$ cat src/sv/assert_macros.svh
// Assertion helpers; each expects clk and rst_n in the enclosing scope.
`ifndef ASSERT_MACROS_SVH
`define ASSERT_MACROS_SVH

// Check a property on every clock edge outside reset.
`define ASSERT_CLK(label, prop, msg) \
  label: assert property (@(posedge clk) disable iff (!rst_n) (prop)) else $error(msg);

// Check that an event implies a condition in the previous cycle.
`define ASSERT_CAUSE(label, trig, cause, msg) \
  label: assert property (@(posedge clk) disable iff (!rst_n) \
    (trig) |-> $past(cause)) else $error(msg);

`endif

$ cat src/sv/rgbf_pkg.sv
package rgbf_pkg;

  localparam int LVL_W = 8;
  localparam int CNT_W = 6;

  localparam logic [CNT_W-1:0] FADE_DIVIDE = 6'd50;
  localparam logic [LVL_W-1:0] LVL_MAX     = 8'd255;
  localparam logic [LVL_W-1:0] LVL_MIN     = 8'd0;
  localparam logic [LVL_W-1:0] LVL_HALF    = 8'd128;

  typedef enum logic [2:0] {
    FUNC_TICK   = 3'd0,
    FUNC_RED    = 3'd1,
    FUNC_GREEN  = 3'd2,
    FUNC_BLUE   = 3'd3,
    FUNC_TOGGLE = 3'd4
  } func_t;

  typedef struct packed {
    func_t            func;
    logic [LVL_W-1:0] level;
  } in_t;

  typedef struct packed {
    logic [LVL_W-1:0] red_level;
    logic [LVL_W-1:0] green_level;
    logic [LVL_W-1:0] blue_level;
    logic             fade_active;
  } out_t;

  typedef struct packed {
    out_t             lvl;
    logic [CNT_W-1:0] cnt;
  } stat_t;

endpackage

$ cat src/sv/rgbf_chan.sv
module rgbf_chan (
  input  logic [rgbf_pkg::LVL_W-1:0] now,
  input  logic [rgbf_pkg::LVL_W-1:0] goal,
  input  logic                       fade_on,
  input  logic [rgbf_pkg::CNT_W-1:0] cnt_in,
  output logic [rgbf_pkg::LVL_W-1:0] now_nxt,
  output logic [rgbf_pkg::LVL_W-1:0] goal_nxt,
  output logic [rgbf_pkg::CNT_W-1:0] cnt_out
);

  logic [rgbf_pkg::CNT_W:0] cnt_inc;
  logic                     step;

  always_comb begin
    cnt_inc  = {1'b0, cnt_in} + {{rgbf_pkg::CNT_W{1'b0}}, 1'b1};
    cnt_out  = cnt_in;
    step     = 1'b1;
    now_nxt  = now;
    goal_nxt = goal;
    if (fade_on) begin
      // advance the shared divider; step only when it wraps
      if (cnt_inc >= {1'b0, rgbf_pkg::FADE_DIVIDE}) begin
        cnt_out = '0;
      end else begin
        cnt_out = cnt_inc[rgbf_pkg::CNT_W-1:0];
      end
      step = (cnt_out == '0);
    end
    if (step) begin
      if (now < goal) begin
        now_nxt = now + 8'd1;
      end else if (now > goal) begin
        now_nxt = now - 8'd1;
      end else if (fade_on) begin
        // bounce between fully on and fully off
        if (goal == rgbf_pkg::LVL_MIN) begin
          goal_nxt = rgbf_pkg::LVL_MAX;
        end else if (goal == rgbf_pkg::LVL_MAX) begin
          goal_nxt = rgbf_pkg::LVL_MIN;
        end
      end
    end
  end

endmodule

$ cat src/sv/rgbf_core.sv
module rgbf_core (
  input  logic            clk,
  input  logic            rst_n,
  input  logic            fire,
  input  rgbf_pkg::in_t   item,
  output rgbf_pkg::out_t  res,
  output rgbf_pkg::stat_t stat
);

  logic [rgbf_pkg::LVL_W-1:0] red_now_r, red_goal_r, green_now_r, green_goal_r;
  logic [rgbf_pkg::LVL_W-1:0] blue_now_r, blue_goal_r;
  logic                       fade_on_r;
  logic [rgbf_pkg::CNT_W-1:0] cnt_r;

  logic [rgbf_pkg::LVL_W-1:0] red_now_nxt, red_goal_nxt, green_now_nxt, green_goal_nxt;
  logic [rgbf_pkg::LVL_W-1:0] blue_now_nxt, blue_goal_nxt;
  logic                       fade_on_nxt;
  logic [rgbf_pkg::CNT_W-1:0] cnt_nxt;

  logic [rgbf_pkg::LVL_W-1:0] r_now_t, r_goal_t, g_now_t, g_goal_t, b_now_t, b_goal_t;
  logic [rgbf_pkg::CNT_W-1:0] cnt_rg, cnt_gb, cnt_b;
  logic [rgbf_pkg::LVL_W-1:0] goal_cmd;

  // visit order on a tick: red, green, blue
  rgbf_chan u_red (
    .now(red_now_r), .goal(red_goal_r), .fade_on(fade_on_r), .cnt_in(cnt_r),
    .now_nxt(r_now_t), .goal_nxt(r_goal_t), .cnt_out(cnt_rg)
  );

  rgbf_chan u_green (
    .now(green_now_r), .goal(green_goal_r), .fade_on(fade_on_r), .cnt_in(cnt_rg),
    .now_nxt(g_now_t), .goal_nxt(g_goal_t), .cnt_out(cnt_gb)
  );

  rgbf_chan u_blue (
    .now(blue_now_r), .goal(blue_goal_r), .fade_on(fade_on_r), .cnt_in(cnt_gb),
    .now_nxt(b_now_t), .goal_nxt(b_goal_t), .cnt_out(cnt_b)
  );

  always_comb begin
    goal_cmd       = rgbf_pkg::LVL_MAX - item.level;
    red_now_nxt    = red_now_r;
    red_goal_nxt   = red_goal_r;
    green_now_nxt  = green_now_r;
    green_goal_nxt = green_goal_r;
    blue_now_nxt   = blue_now_r;
    blue_goal_nxt  = blue_goal_r;
    fade_on_nxt    = fade_on_r;
    cnt_nxt        = cnt_r;
    if (fire) begin
      case (item.func)
        rgbf_pkg::FUNC_TICK: begin
          red_now_nxt    = r_now_t;
          red_goal_nxt   = r_goal_t;
          green_now_nxt  = g_now_t;
          green_goal_nxt = g_goal_t;
          blue_now_nxt   = b_now_t;
          blue_goal_nxt  = b_goal_t;
          cnt_nxt        = cnt_b;
        end
        rgbf_pkg::FUNC_RED:   red_goal_nxt   = goal_cmd;
        rgbf_pkg::FUNC_GREEN: green_goal_nxt = goal_cmd;
        rgbf_pkg::FUNC_BLUE:  blue_goal_nxt  = goal_cmd;
        rgbf_pkg::FUNC_TOGGLE: begin
          if (!fade_on_r) begin
            red_now_nxt    = rgbf_pkg::LVL_MIN;
            red_goal_nxt   = rgbf_pkg::LVL_MAX;
            green_now_nxt  = rgbf_pkg::LVL_MAX;
            green_goal_nxt = rgbf_pkg::LVL_MIN;
            blue_now_nxt   = rgbf_pkg::LVL_HALF;
            blue_goal_nxt  = rgbf_pkg::LVL_MIN;
          end
          fade_on_nxt = !fade_on_r;
        end
        default: ;
      endcase
    end
  end

  always_ff @(posedge clk) begin
    if (!rst_n) begin
      red_now_r    <= rgbf_pkg::LVL_MAX;
      red_goal_r   <= rgbf_pkg::LVL_MIN;
      green_now_r  <= rgbf_pkg::LVL_MAX;
      green_goal_r <= rgbf_pkg::LVL_MIN;
      blue_now_r   <= rgbf_pkg::LVL_MAX;
      blue_goal_r  <= rgbf_pkg::LVL_MIN;
      fade_on_r    <= 1'b0;
      cnt_r        <= '0;
    end else begin
      red_now_r    <= red_now_nxt;
      red_goal_r   <= red_goal_nxt;
      green_now_r  <= green_now_nxt;
      green_goal_r <= green_goal_nxt;
      blue_now_r   <= blue_now_nxt;
      blue_goal_r  <= blue_goal_nxt;
      fade_on_r    <= fade_on_nxt;
      cnt_r        <= cnt_nxt;
    end
  end

  always_comb begin
    res.red_level   = red_now_nxt;
    res.green_level = green_now_nxt;
    res.blue_level  = blue_now_nxt;
    res.fade_active = fade_on_nxt;
    stat.lvl.red_level   = red_now_r;
    stat.lvl.green_level = green_now_r;
    stat.lvl.blue_level  = blue_now_r;
    stat.lvl.fade_active = fade_on_r;
    stat.cnt             = cnt_r;
  end

endmodule

$ cat src/sv/rgb_led_fade_ramp_controller.sv
// RGB LED fade ramp controller. Takes one command per cycle unless stalled
// (tick, set a channel goal, toggle fade) and returns one result per
// command: the three current compare levels and the fade flag as they stand
// after the command. The command lands in an input register, then the
// channel state and the result register update together.
// Sustained rate is one command per clock; the only limit is the single
// state update per cycle, and the input is held off only while a result
// waits under out_stall with the next command already registered.
`include "assert_macros.svh"

module rgb_led_fade_ramp_controller (
  input  logic           clk,
  input  logic           rst_n,
  input  logic           in_valid,
  output logic           in_stall,
  input  rgbf_pkg::in_t  in_data,
  output logic           out_valid,
  input  logic           out_stall,
  output rgbf_pkg::out_t out_data
);

  logic            in_vld_r;
  rgbf_pkg::in_t   in_r;
  logic            out_vld_r;
  rgbf_pkg::out_t  out_r;
  logic            adv;
  logic            fire;
  logic            toggle_fire;
  rgbf_pkg::out_t  res;
  rgbf_pkg::stat_t stat;

  assign adv         = !out_vld_r || !out_stall;
  assign fire        = in_vld_r && adv;
  assign in_stall    = in_vld_r && !adv;
  assign toggle_fire = fire && (in_r.func == rgbf_pkg::FUNC_TOGGLE);

  rgbf_core u_core (
    .clk(clk), .rst_n(rst_n), .fire(fire), .item(in_r), .res(res), .stat(stat)
  );

  always_ff @(posedge clk) begin
    if (!rst_n) begin
      in_vld_r  <= 1'b0;
      out_vld_r <= 1'b0;
    end else begin
      if (!in_stall) begin
        in_vld_r <= in_valid;
      end
      if (adv) begin
        out_vld_r <= in_vld_r;
      end
    end
  end

  // hold payloads while stalled
  always_ff @(posedge clk) begin
    if (in_valid && !in_stall) begin
      in_r <= in_data;
    end
    if (fire) begin
      out_r <= res;
    end
  end

  assign out_valid = out_vld_r;
  assign out_data  = out_r;

  `ASSERT_CLK(a_stall_cause, !in_stall || (out_valid && out_stall), "stall without backpressure")
  `ASSERT_CLK(a_cnt_range, stat.cnt < rgbf_pkg::FADE_DIVIDE, "fade divider out of range")
  `ASSERT_CAUSE(a_fade_on, $rose(stat.lvl.fade_active), toggle_fire, "fade on without toggle")

endmodule
$ cat config.mk
export PLATFORM = sky130hd
export DESIGN_NAME = rgb_led_fade_ramp_controller
export DESIGN_NICKNAME = d
export VERILOG_FILES = /design/src/sv/rgbf_pkg.sv /design/src/sv/rgbf_chan.sv /design/src/sv/rgbf_core.sv /design/src/sv/rgb_led_fade_ramp_controller.sv
export VERILOG_INCLUDE_DIRS = /design/src /design/src/sv
export SDC_FILE = /design/constraint.sdc
export NUM_CORES = 1
export LEC_CHECK = 0
export BUFFER_PORTS_ARGS = -buffer_cell sky130_fd_sc_hd__clkbuf_2
export CAP_MARGIN = 20
export CELL_PAD_IN_SITES_DETAIL_PLACEMENT = 2
export CELL_PAD_IN_SITES_GLOBAL_PLACEMENT = 2
export CORE_ASPECT_RATIO = 1.1
export CORE_MARGIN = 2
export CORE_UTILIZATION = 38
export CTS_CLUSTER_SIZE = 10
export DETAILED_ROUTE_END_ITERATION = 16
export PLACE_DENSITY = 0.91
export SYNTH_ARGS = -nofsm -noshare
export SYNTH_HDL_FRONTEND = slang
export SYNTH_SLANG_ARGS = --single-unit
$ cat constraint.sdc
create_clock -name clk -period 7.2 [get_ports clk]
set_input_delay 0.36 -clock clk [delete_from_list [all_inputs] [get_ports clk]]
set_output_delay 0.36 -clock clk [all_outputs]
set_load 0.01 [all_outputs]
# After elaboration in Yosys (flattened, before gate mapping)
# Index checks and enable logic that the tools add are counted.
# W data, S select, Z words.
[classes]
n_mux = 55
addsub = 10
order_cmp = 9
eq_ne = 21
reduce_logical = 23
[ops]
columns = ["op", "count"]
rows = [
  ["$mux W8", 35],
  ["$pmux W8 S3", 3],
  ["$mux W6", 9],
  ["$pmux W8 S2", 3],
  ["$add A8 B1 Y8 const B", 3],
  ["$eq A8 B8 Y1 const B", 3],
  ["$gt A8 B8 Y1", 3],
  ["$logic_not A8 Y1", 3],
  ["$lt A8 B8 Y1", 3],
  ["$reduce_and A8 Y1", 3],
  ["$sub A8 B1 Y8 const B", 3],
  ["$add A6 B1 Y7 const B", 3],
  ["$ge A7 B6 Y1 const B", 3],
  ["$ne A2 B2 Y1 const B", 10],
  ["$logic_not A6 Y1", 3],
  ["$ne A3 B3 Y1 const B", 3],
  ["$reduce_bool A3 Y1", 3],
  ["$sub A8 B8 Y8 const A", 1],
  ["$eq A3 B2 Y1 const B", 2],
  ["$logic_not A1 Y1", 5],
  ["$mux W1", 5],
  ["$eq A3 B1 Y1 const B", 1],
  ["$eq A3 B3 Y1 const B", 1],
  ["$logic_and A1 B1 Y1", 3],
  ["other kinds (4)", 4],
]
[word_totals]
regBits = 93
word_cells = 134
output_inout_bits = 27
in_bits = 15

# Depth between registers and ports, before layout
# Gate-level depths: netlist of run 1.
[depth]
ltp_word = 19
depth_mapped = 24
ltp_nobuf = 23

# Cells and area by module
# From an unflattened synthesis of run 1, not the netlist that was laid out.
[hier_totals]
hier_cells = 835
hier_area_um2 = 7164.4
[modules_own_cells]
columns = ["mod", "cells_each", "seq_area_each_um2", "area_each_um2", "n_inst"]
rows = [
  ["rgbf_chan", 165, 0.0, 1078.5, 3],
  ["rgbf_core", 296, 1101.1, 2763.9, 1],
  ["rgb_led_fade_ramp_controller", 44, 1121.1, 1164.9, 1],
]

# Worst setup path after synthesis of run 1
# OpenSTA, ideal clock, no wires.
[synth_path]
path_kind = "register to register"
startpoint = "register u_core.fade_on_r"
endpoint = "register out_r (netlist bit out_data[1]) (data pin)"
required_time_ns = 6.932
t_arrival_ns = 4.829
synth_period_minus_slack_ns = 5.097
setup_ns = 0.268
n_path_buf = 3
slack_ns = 2.103
path_stages_with_launch = 23
cell_sequence = "dfxtp_1 > buf_2 > clkbuf_1 > clkbuf_1 > nand2b_1 > o31ai_1 > ha_1 > nand2_1 > o21a_1 > nor2_1 > o211a_1 > a22oi_2 > a211o_2 > and3_4 > a21o_1 > ha_1 > a21boi_0 > a32o_1 > a211oi_1 > nand2_1 > o211a_1 > a211oi_1 > o21ai_0"
[synth_rtl]
columns = ["item", "line", "rtl"]
rows = [
  ["from (decl)", "rgbf_core.sv:12", "logic fade_on_r;"],
  ["from (signal assigned)", "rgbf_core.sv:97", "fade_on_r <= fade_on_nxt;"],
  ["to (signal assigned)", "rgb_led_fade_ramp_controller.sv:61", "out_r <= res;"],
  ["to (decl)", "rgb_led_fade_ramp_controller.sv:25", "rgbf_pkg::out_t out_r;"],
]

==> results.yml, run 1 <==
status:
  status: "completed"
pwr:
  powerDensity_nw_per_um2: 168
  p_leak_nw: 2.65
  ir_drop_v: 0.000111
routing:
  drtPass1Iterations: 5
  drt_iter0_markers: 487
  drc: 0
  wl_um: 24000
  vias: 6394
  wl_per_cell_um: 24.2
  viasPerCell: 6.47
  ant_nets: 0
floorplanning:
  core_um2: 16900
  die_h_um: 141
  row_count: 50
  start_util: 0.385
  fp.dieArea_um2: 18200
  dieWidth_um: 129
  ioPinCount: 42
layout:
  post-route-util: 0.423
  multi_input_area_um2: 3990
  area_delta_synth_final_pct: 9.88
  nNetsFinal: 828
  seqCellArea_um2: 2220
  num-fill-cells: 1898
  layout-drive-gt1-share: 0.163
  num_antenna_cells: 0
  design_area_um2: 7150
clocking:
  cts_setup_buffers: 0
  cts_htree_levels: 3
  tritoncts: "done"
  cts.clk_slew.worst_paths_ns: 0.07
  clkLatencyLatePin_ns: 0.37
  clock_sinks: 93
  clk_path_buf_depth: 2
  cts-root-buf: "clkbuf_16"
  ctsHoldBuffers: 0
  cts_made_buffers: 9
  cts_resized: 0
global_routing:
  antenna_found_initial: 0
  grt_pass1_vias: 6900
  grt_most_used_layer: "met2"
  use_met3: 0.0381
  grt_overflow_total: 0
  grt_max_degree: 43
  met2_usage: 0.467
  grtUsageTotal: 0.263
  groute.layer.met1.usage: 0.303
  grt_pass1_wl_um: 37600
yosys:
  syn_nets: 804
  yosysMostFrequentCell: "nand2_1"
  yosysTopAreaCell: "dfxtp_1"
  async_flop_share: 0
  ys_ff_latch: 93
  ys_top_cells_by_area: "dfxtp_1, edfxtp_1, ha_1, nand2_1, nor2_1"
  yosysTopAreaCellShare: 0.175
  ys_types: 86
  syn-cell-area_um2: 6510
  synthTopCellsByCount: "nand2_1, nor2_1, dfxtp_1"
  ys_warn_count: 0
  synth-main-ff-cell: "dfxtp_1"
  postSynthAreaPerCell_um2: 8.66
  yosysSeqAreaShare: 0.341
  synth_edf_count: 36
  syn_inst: 752
worst_hold_path:
  hp-class: "in -> reg"
timing:
  drv_slew: 0
  period_share: 0.954
  slew_headroom: 0.265
  hold_violations: 0
  worst_slew_pin_slew_ns: 1.10
  fin_worst_skew_ns: 0.0136
  rsz0062_at_grt: "no"
  hold_ws_ns: 0.162
  finalSetupViolCount: 0
  setup_tns_ns: 0
  fmax_mhz: 146
  period_needed_ns: 6.87
setup_path:
  worst-endpoint-arrival_ns: 6.96
  worstPathMaxFanout: 14
  startpoint_type: "flop"
  required_ns: 7.29
  critPathCaptureType: "flop"
  worstSetupPathType: "reg -> reg"
place:
  placed_area_um2: 6850
  gpl.final_weighted_congestion: 0.937
  port-buffer-count: 41
  dp.final_hpwl_um: 17000
flow_run:
  maxCapViolCount: 0
## stage by stage
step | std cells | power, mW | worst slack, ns
6_report | 989 | 1.20 | 0.332
5_1_grt | 989 | 1.25 | 0.0464
4_1_cts | 987 | 1.20 | 0.456
3_5_place_dp | 971 | 0.718 | 0.704
3_3_place_gp | 971 | 0.703 | 1.29
2_1_floorplan | 752 | 0.671 | 2.10
## final timing paths
kind | start | to | slack (ns) | cells after the start
worst min-delay path | in_data[1] | in_r[1] | 0.16 | 1
worst max register to register | u_core.cnt_r[0] | out_data[1] | 0.33 | 23
worst max-delay path | u_core.cnt_r[0] | out_data[1] | 0.33 | 23
worst min register to register | u_core.blue_goal_r[0] | u_core.blue_goal_r[0] | 0.51 | 2
## layer usage
| layer | wire length (um) | vias to the layer above |
|---|---|---|
| met1 | 9580 | 3242 |
| li1 | - | 2877 |
| met5 | 0 | - |
| met2 | 12400 | 208 |
| met3 | 986 | 67 |
| met4 | 997 | 0 |
## flip-flops by register name, summed over array words and instances (netlist names)
name,cells
u_core.red_now_r,8
in_r,11
u_core.blue_goal_r,8
u_core.blue_now_r,8
out_data,25
u_core.red_goal_r,8
u_core.green_goal_r,8
u_core.fade_on_r,1
u_core.cnt_r,6
u_core.green_now_r,8
in_vld_r,1
out_valid,1
## worst max-delay path, stage by stage (launching register included)
cell      delay [ns]
dfxtp_1         0.63
ha_1            0.58
nor3_2          0.11
a41oi_4         0.31
o22a_1          0.28
a21oi_1         0.13
a21o_1          0.24
ha_1            0.29
nand4b_1        0.14
o21a_1          0.22
a21oi_1         0.09
a211oi_2        0.25
a22oi_2         0.09
a211o_2         0.39
and3_4          0.20
a21o_1          0.19
ha_1            0.25
a21boi_0        0.16
a32o_1          0.34
a211oi_1        0.63
nand2_1         0.23
o211a_1         0.28
a211oi_1        0.38
o21ai_0         0.19
## cell usage in the layout, fill, tap and decap left out, types with 8 or more instances in the layout
cell	count
nand2_1	81
nor2_1	62
dfxtp_1	57
a21oi_1	46
clkbuf_2	41
inv_1	39
o21ai_0	39
ha_1	37
edfxtp_1	36
nor3_1	27
nand4_1	24
or2_2	20
nand2b_1	15
nand3_1	13
nor4_1	12
a21o_1	11
nor2b_1	10
o211a_1	10
clkbuf_16	10
o211ai_1	9
o21a_1	8
o221a_1	8
a221oi_2	8
## where the power goes
group | total [mW] | internal, mW | switching (mW) | leakage, nW
clock network | 0.488 | 0.258 | 0.229 | 0.146
logic | 0.127 | 0.0448 | 0.0824 | 1.75
registers | 0.585 | 0.564 | 0.0215 | 0.756
total | 1.20 | 0.867 | 0.333 | 2.65
## kinds of logic (layout without fill, tap and decap cells)
| kind of cell | Yosys count | count (layout) | share of synthesized area |
|---|---|---|---|
| AND/OR/NAND/NOR | 306 | 306 | 0.242 |
| buffers and inverters | 74 | 103 | 0.0465 |
| XOR/XNOR | 10 | 10 | 0.0135 |
| adder cells (fa/ha/maj) | 37 | 37 | 0.0711 |
| multiplexers | 10 | 10 | 0.0160 |
| flip-flops | 93 | 93 | 0.341 |
| AO/OA/AOI/OAI | 222 | 222 | 0.270 |
## area by class of cell
cell class / instances / area share
Timing Repair Buffer: 46 / 0.0336
Tap cell: 208 / 0.0364
Sequential cell: 93 / 0.311
Multi-Input combinational cell: 585 / 0.557
Clock buffer: 11 / 0.0355
Clock inverter: 5 / 0.00525
Inverter: 41 / 0.0215
(Power assumes the default switching activity.)
==> inputs of run 2 (changes only) <==
SETUP_SLACK_MARGIN = 0.5   (was not set)
==> run 2 against run 1 <==
  * Maximum frequency is 6.5% higher
  * Clock skew decreased by 0.0015 ns
  * Clock power is essentially flat
  * Count of clock-buffer cells in the layout is the same
  * Die area unchanged
  * Register-to-register slack better by 0.42 ns
  * Global-route usage barely moved
  * Via count up 0.72%
  * Core utilization up 0.059 points
  * Routed wire length up 1.3%
  * Worst setup slack improved by 0.42 ns
==> results.yml, run 2 (synthesis gave the netlist of run 1 again) <==
global_routing:
  grt_max_degree: 43
  grtUsageTotal: 0.263
  grt_pass1_wl_um: 37600
  antenna_found_initial: 0
  grt_pass1_vias: 6905
  grt_overflow_total: 0
routing:
  drtPass1Iterations: 5
  ant_nets: 0
  wl_per_cell_um: 24.6
  wl_um: 24300
  drc: 0
  vias: 6440
  drt_iter0_markers: 506
  viasPerCell: 6.51
timing:
  period_needed_ns: 6.45
  fmax_mhz: 155
  worst_slew_pin_slew_ns: 1.11
  period_share: 0.895
  fin_worst_skew_ns: 0.0121
  finalSetupViolCount: 0
  rsz0062_at_grt: "no"
  hold_violations: 0
  setup_ws_ns: 0.753
  slew_headroom: 0.260
  drv_slew: 0
  setup_tns_ns: 0
worst_hold_path:
  hp-class: "in -> reg"
  hp-start: "in_data[1]"
clocking:
  cts_made_buffers: 9
  ctsHoldBuffers: 0
  cts_setup_buffers: 0
  tritoncts: "done"
  clock_sinks: 93
  cts_htree_levels: 3
  clkLatencyLatePin_ns: 0.37
  cts-root-buf: "clkbuf_16"
  clk_path_buf_depth: 2
  cts.clk_slew.worst_paths_ns: 0.07
floorplanning:
  core_um2: 16900
  start_util: 0.385
  ioPinCount: 42
  die_h_um: 141
  row_count: 50
  fp.dieArea_um2: 18200
  dieWidth_um: 129
layout:
  layout-drive-gt1-share: 0.168
  nNetsFinal: 828
  largest_reg_flops: 25
  num_antenna_cells: 0
  layout_commonest_cell: "nand2_1"
  area_delta_synth_final_pct: 10.0
  layout_common_cells: "nand2_1, nor2_1, dfxtp_1"
place:
  pre_cts_ws_ns: 0.704
  port-buffer-count: 41
  gpl.final_weighted_congestion: 0.937
  dp.final_hpwl_um: 17000
status:
  status: "completed"
setup_path:
  worst-endpoint-arrival_ns: 6.53
  worstSetupPathType: "reg -> reg"
  worstPathMaxFanout: 12
  path_cells: "ha_2 > nor3_2 > a41oi_4 > o22a_1 > a21oi_1 > a21o_1 > ha_1 > nand4b_1 > o21a_1 > a21oi_1 > a211oi_2 > a22oi_2 > a211o_2 > and3_4 > a21o_1 > ha_1 > a21boi_0 > a32o_1 > a211oi_2 > nand2_1 > o211a_1 > a211oi_1 > o21ai_0"
  required_ns: 7.29
  slowest_delay_ns: 0.57
  setup.worst_path.start: "u_core.cnt_r[1]"
  critical_path.top_delay_family: "compound AO/OA/AOI/OAI gates"
  timing.rr.start: "u_core.cnt_r[1]"
  critPathBufInv: 0
  slowest_stage: "dfxtp_1"
  critPathCaptureType: "flop"
  startpoint_type: "flop"
pwr:
  ir_drop_v: 0.000122
  powerDensity_nw_per_um2: 167
  p_leak_nw: 2.65
flow_run:
  maxCapViolCount: 0
run 2: cell type report:
class	instances	area, um^2
well taps	208	260
repair buffers	46	240
fillers	1888	9730
clock inverters	5	37.5
flip-flops and latches	93	2220
clock buffers	11	254
inverters	41	154
multi-input cells	585	3990
run 2: path summary, 6_finish.rpt:
| check | to | depth (start not counted) | slack [ns] |
|---|---|---|---|
| max | out_data[1] | 23 | 0.75 |
| min | in_r[1] | 1 | 0.17 |
| min reg2reg | u_core.blue_goal_r[0] | 2 | 0.52 |
| max reg2reg | out_data[1] | 23 | 0.75 |
run 2: timing repair:
action,4_1_cts,5_1_grt
endpoints found under the hold margin,0,0
gates resized for setup,1,3
setup endpoints to repair,1,22
run 2: power by group:
group          leakage [nW]  switching (mW)  internal [mW]
sequential            0.757          0.0219          0.564
combinational          1.75          0.0831         0.0449
clock                 0.146           0.228          0.258
total                  2.65           0.333          0.867
run 2: per-layer routing:
layer / up-vias / GRT usage / wire length [um]
met5: - / 0 / 0
met4: 0 / 0.144 / 989
met3: 73 / 0.0381 / 985
met2: 213 / 0.467 / 12600
met1: 3276 / 0.303 / 9770
li1: 2878 / - / -
run 2: per-stage QoR:
step | hold WS (ns) | instance area (um^2) | util | instances | power (mW)
after global routing | 0.162 | 7160 | 0.424 | 989 | 1.25
after CTS | 0.159 | 7140 | 0.423 | 987 | 1.20
after detailed placement | 0.505 | 6850 | 0.405 | 971 | 0.718
after global placement | 0.467 | 6850 | 0.405 | 971 | 0.703
final | 0.169 | 7160 | 0.424 | 989 | 1.20
after floorplan | 0.433 | 6510 | - | 752 | 0.671
==> inputs of run 3 (changes only) <==
REMOVE_ABC_BUFFERS = 1   (was not set)
==> run 3 against run 2 <==
  * Worst setup slack better by 0.25 ns
  * Sequential share of layout area is 0.075 points lower
  * Critical path depth decreased by 1
  * Critical endpoint unchanged
  * Largest cell class unchanged
  * Largest power group unchanged
==> results.yml, run 3 (synthesis gave the netlist of run 1 again) <==
status:
  status: "completed"
global_routing:
  grt_overflow_total: 0
  grt_pass1_wl_um: 37600
  grtUsageTotal: 0.265
  grt_max_degree: 43
  grt_pass1_vias: 6919
  antenna_found_initial: 0
setup_path:
  worstPathMaxFanout: 16
  setup.worst_path.start: "u_core.cnt_r[3]"
  cp.depth: 22
  timing.rr.start: "u_core.cnt_r[3]"
  critPathBufInv: 0
  critical_path.top_delay_family: "compound AO/OA/AOI/OAI gates"
  crit_end: "out_data[1]"
  required_ns: 7.29
  r2r_end: "out_data[1]"
  critPathCaptureType: "flop"
  reg2reg_slack_ns: 1.0
  slowest_delay_ns: 0.76
  path_cells: "a21bo_2 > a41oi_4 > o22a_1 > a21oi_1 > a21o_1 > ha_1 > nand4b_1 > o21a_1 > a21oi_1 > a211oi_2 > a22oi_2 > a211o_2 > and3_4 > a21o_1 > ha_1 > a21boi_0 > a32o_1 > a211oi_1 > nand2_1 > o211a_1 > a211oi_1 > o21ai_0"
  reg2reg_depth: 22
  worstSetupPathType: "reg -> reg"
  slowest_stage: "dfxtp_1"
  worst-endpoint-arrival_ns: 6.29
  startpoint_type: "flop"
pwr:
  ir_drop_v: 0.000122
  p_clk_frac: 0.425
  power_mw: 1.24
  p_seq_frac: 0.473
  p_leak_nw: 2.65
  pwr-share-comb: 0.103
  internal-power_mw: 0.913
  power.switching_mw: 0.327
  powerDensity_nw_per_um2: 172
  p_sw_frac: 0.264
routing:
  drt_iter0_markers: 400
  wl_per_cell_um: 24.2
  wl_um: 23900
  viasPerCell: 6.32
  vias: 6246
  drtPass1Iterations: 5
  drc: 0
  ant_nets: 0
timing:
  worst_slew_pin_slew_ns: 1.08
  hold_ws_ns: 0.172
  hold_violations: 0
  finalSetupViolCount: 0
  slew_headroom: 0.282
  setup_tns_ns: 0
  fin_worst_skew_ns: 0.0110
  drv_slew: 0
  fmax_mhz: 161
  rsz0062_at_grt: "no"
  period_needed_ns: 6.20
  period_share: 0.861
layout:
  layout_commonest_cell: "nand2_1"
  nNetsFinal: 828
  area_delta_synth_final_pct: 10.4
  largest_reg_flops: 25
  layout-drive-gt1-share: 0.168
  layout_common_cells: "nand2_1, nor2_1, dfxtp_1"
  num_antenna_cells: 0
  design_area_um2: 7180
clocking:
  cts.clk_slew.worst_paths_ns: 0.07
  clock_sinks: 93
  cts_resized: 0
  cts_made_buffers: 9
  cts_htree_levels: 3
  tritoncts: "done"
  cts-root-buf: "clkbuf_16"
  ctsHoldBuffers: 0
  clkLatencyLatePin_ns: 0.36
  clk_path_buf_depth: 2
  cts_setup_buffers: 0
place:
  gpl.final_weighted_congestion: 0.861
  dp.final_hpwl_um: 17200
  placed_area_um2: 6850
  port-buffer-count: 41
floorplanning:
  fp.dieArea_um2: 18200
  dieWidth_um: 129
  die_h_um: 141
  row_count: 50
  ioPinCount: 42
  start_util: 0.385
  core_um2: 16900
flow_run:
  maxCapViolCount: 0
worst_hold_path:
  hp-class: "in -> reg"
## run 3: cell types whose count changed in the layout (fill, tap and decap cells not counted)
cell        delta
dfxtp_1        -1
inv_4          -1
clkinv_4       -1
clkbuf_16      -1
dfxtp_2        +1
clkinvlp_4     +3
a211oi_1       +1
inv_6          -2
a211oi_2       -1
bufinv_16      +2
## run 3: power groups by stage
stage	Clock [mW]	Sequential (mW)	Combinational [mW]
6_report	0.526	0.586	0.128
5_1_grt	0.551	0.587	0.140
4_1_cts	0.531	0.585	0.127
3_5_place_dp	0	0.596	0.123
3_3_place_gp	0	0.594	0.110
2_1_floorplan	0	0.592	0.0745
## run 3: metal layers
layer / share of wire / global-route usage / up-vias
met5: 0 / 0 / -
met4: 0.030 / 0.116 / 0
met3: 0.030 / 0.0373 / 56
met2: 0.53 / 0.488 / 140
met1: 0.41 / 0.302 / 3179
li1: - / - / 2871
## run 3: cell type report
cell class                 count  area (um^2)
inverter                      41          154
multi-input combinational    585         3990
clock inverter                 6         87.6
sequential                    93         2230
timing repair buffer          46          240
fill                        1911         9710
tap                          208          260
clock buffer                  10          229
## run 3: worst min-delay path by stage
stage               slack, ns  depth (start not counted)  startpoint               endpoint
detailed placement       0.50                          2    in_vld_r              out_valid
finish                   0.17                          1  in_data[7]                in_r[7]
global route             0.17                          1  in_data[0]                in_r[0]
CTS                      0.17                          1  in_data[5]                in_r[5]
global placement         0.47                          2    in_vld_r              out_valid
floorplan                0.43                          1       rst_n  u_core.green_now_r[2]
## run 3: stage by stage
step           setup WS, ns   util  cells
4_1_cts               0.779  0.424    987
2_1_floorplan          1.76      -    719
6_report              0.998  0.425    989
3_3_place_gp           1.25  0.405    971
3_5_place_dp          0.848  0.405    971
5_1_grt               0.653  0.425    989
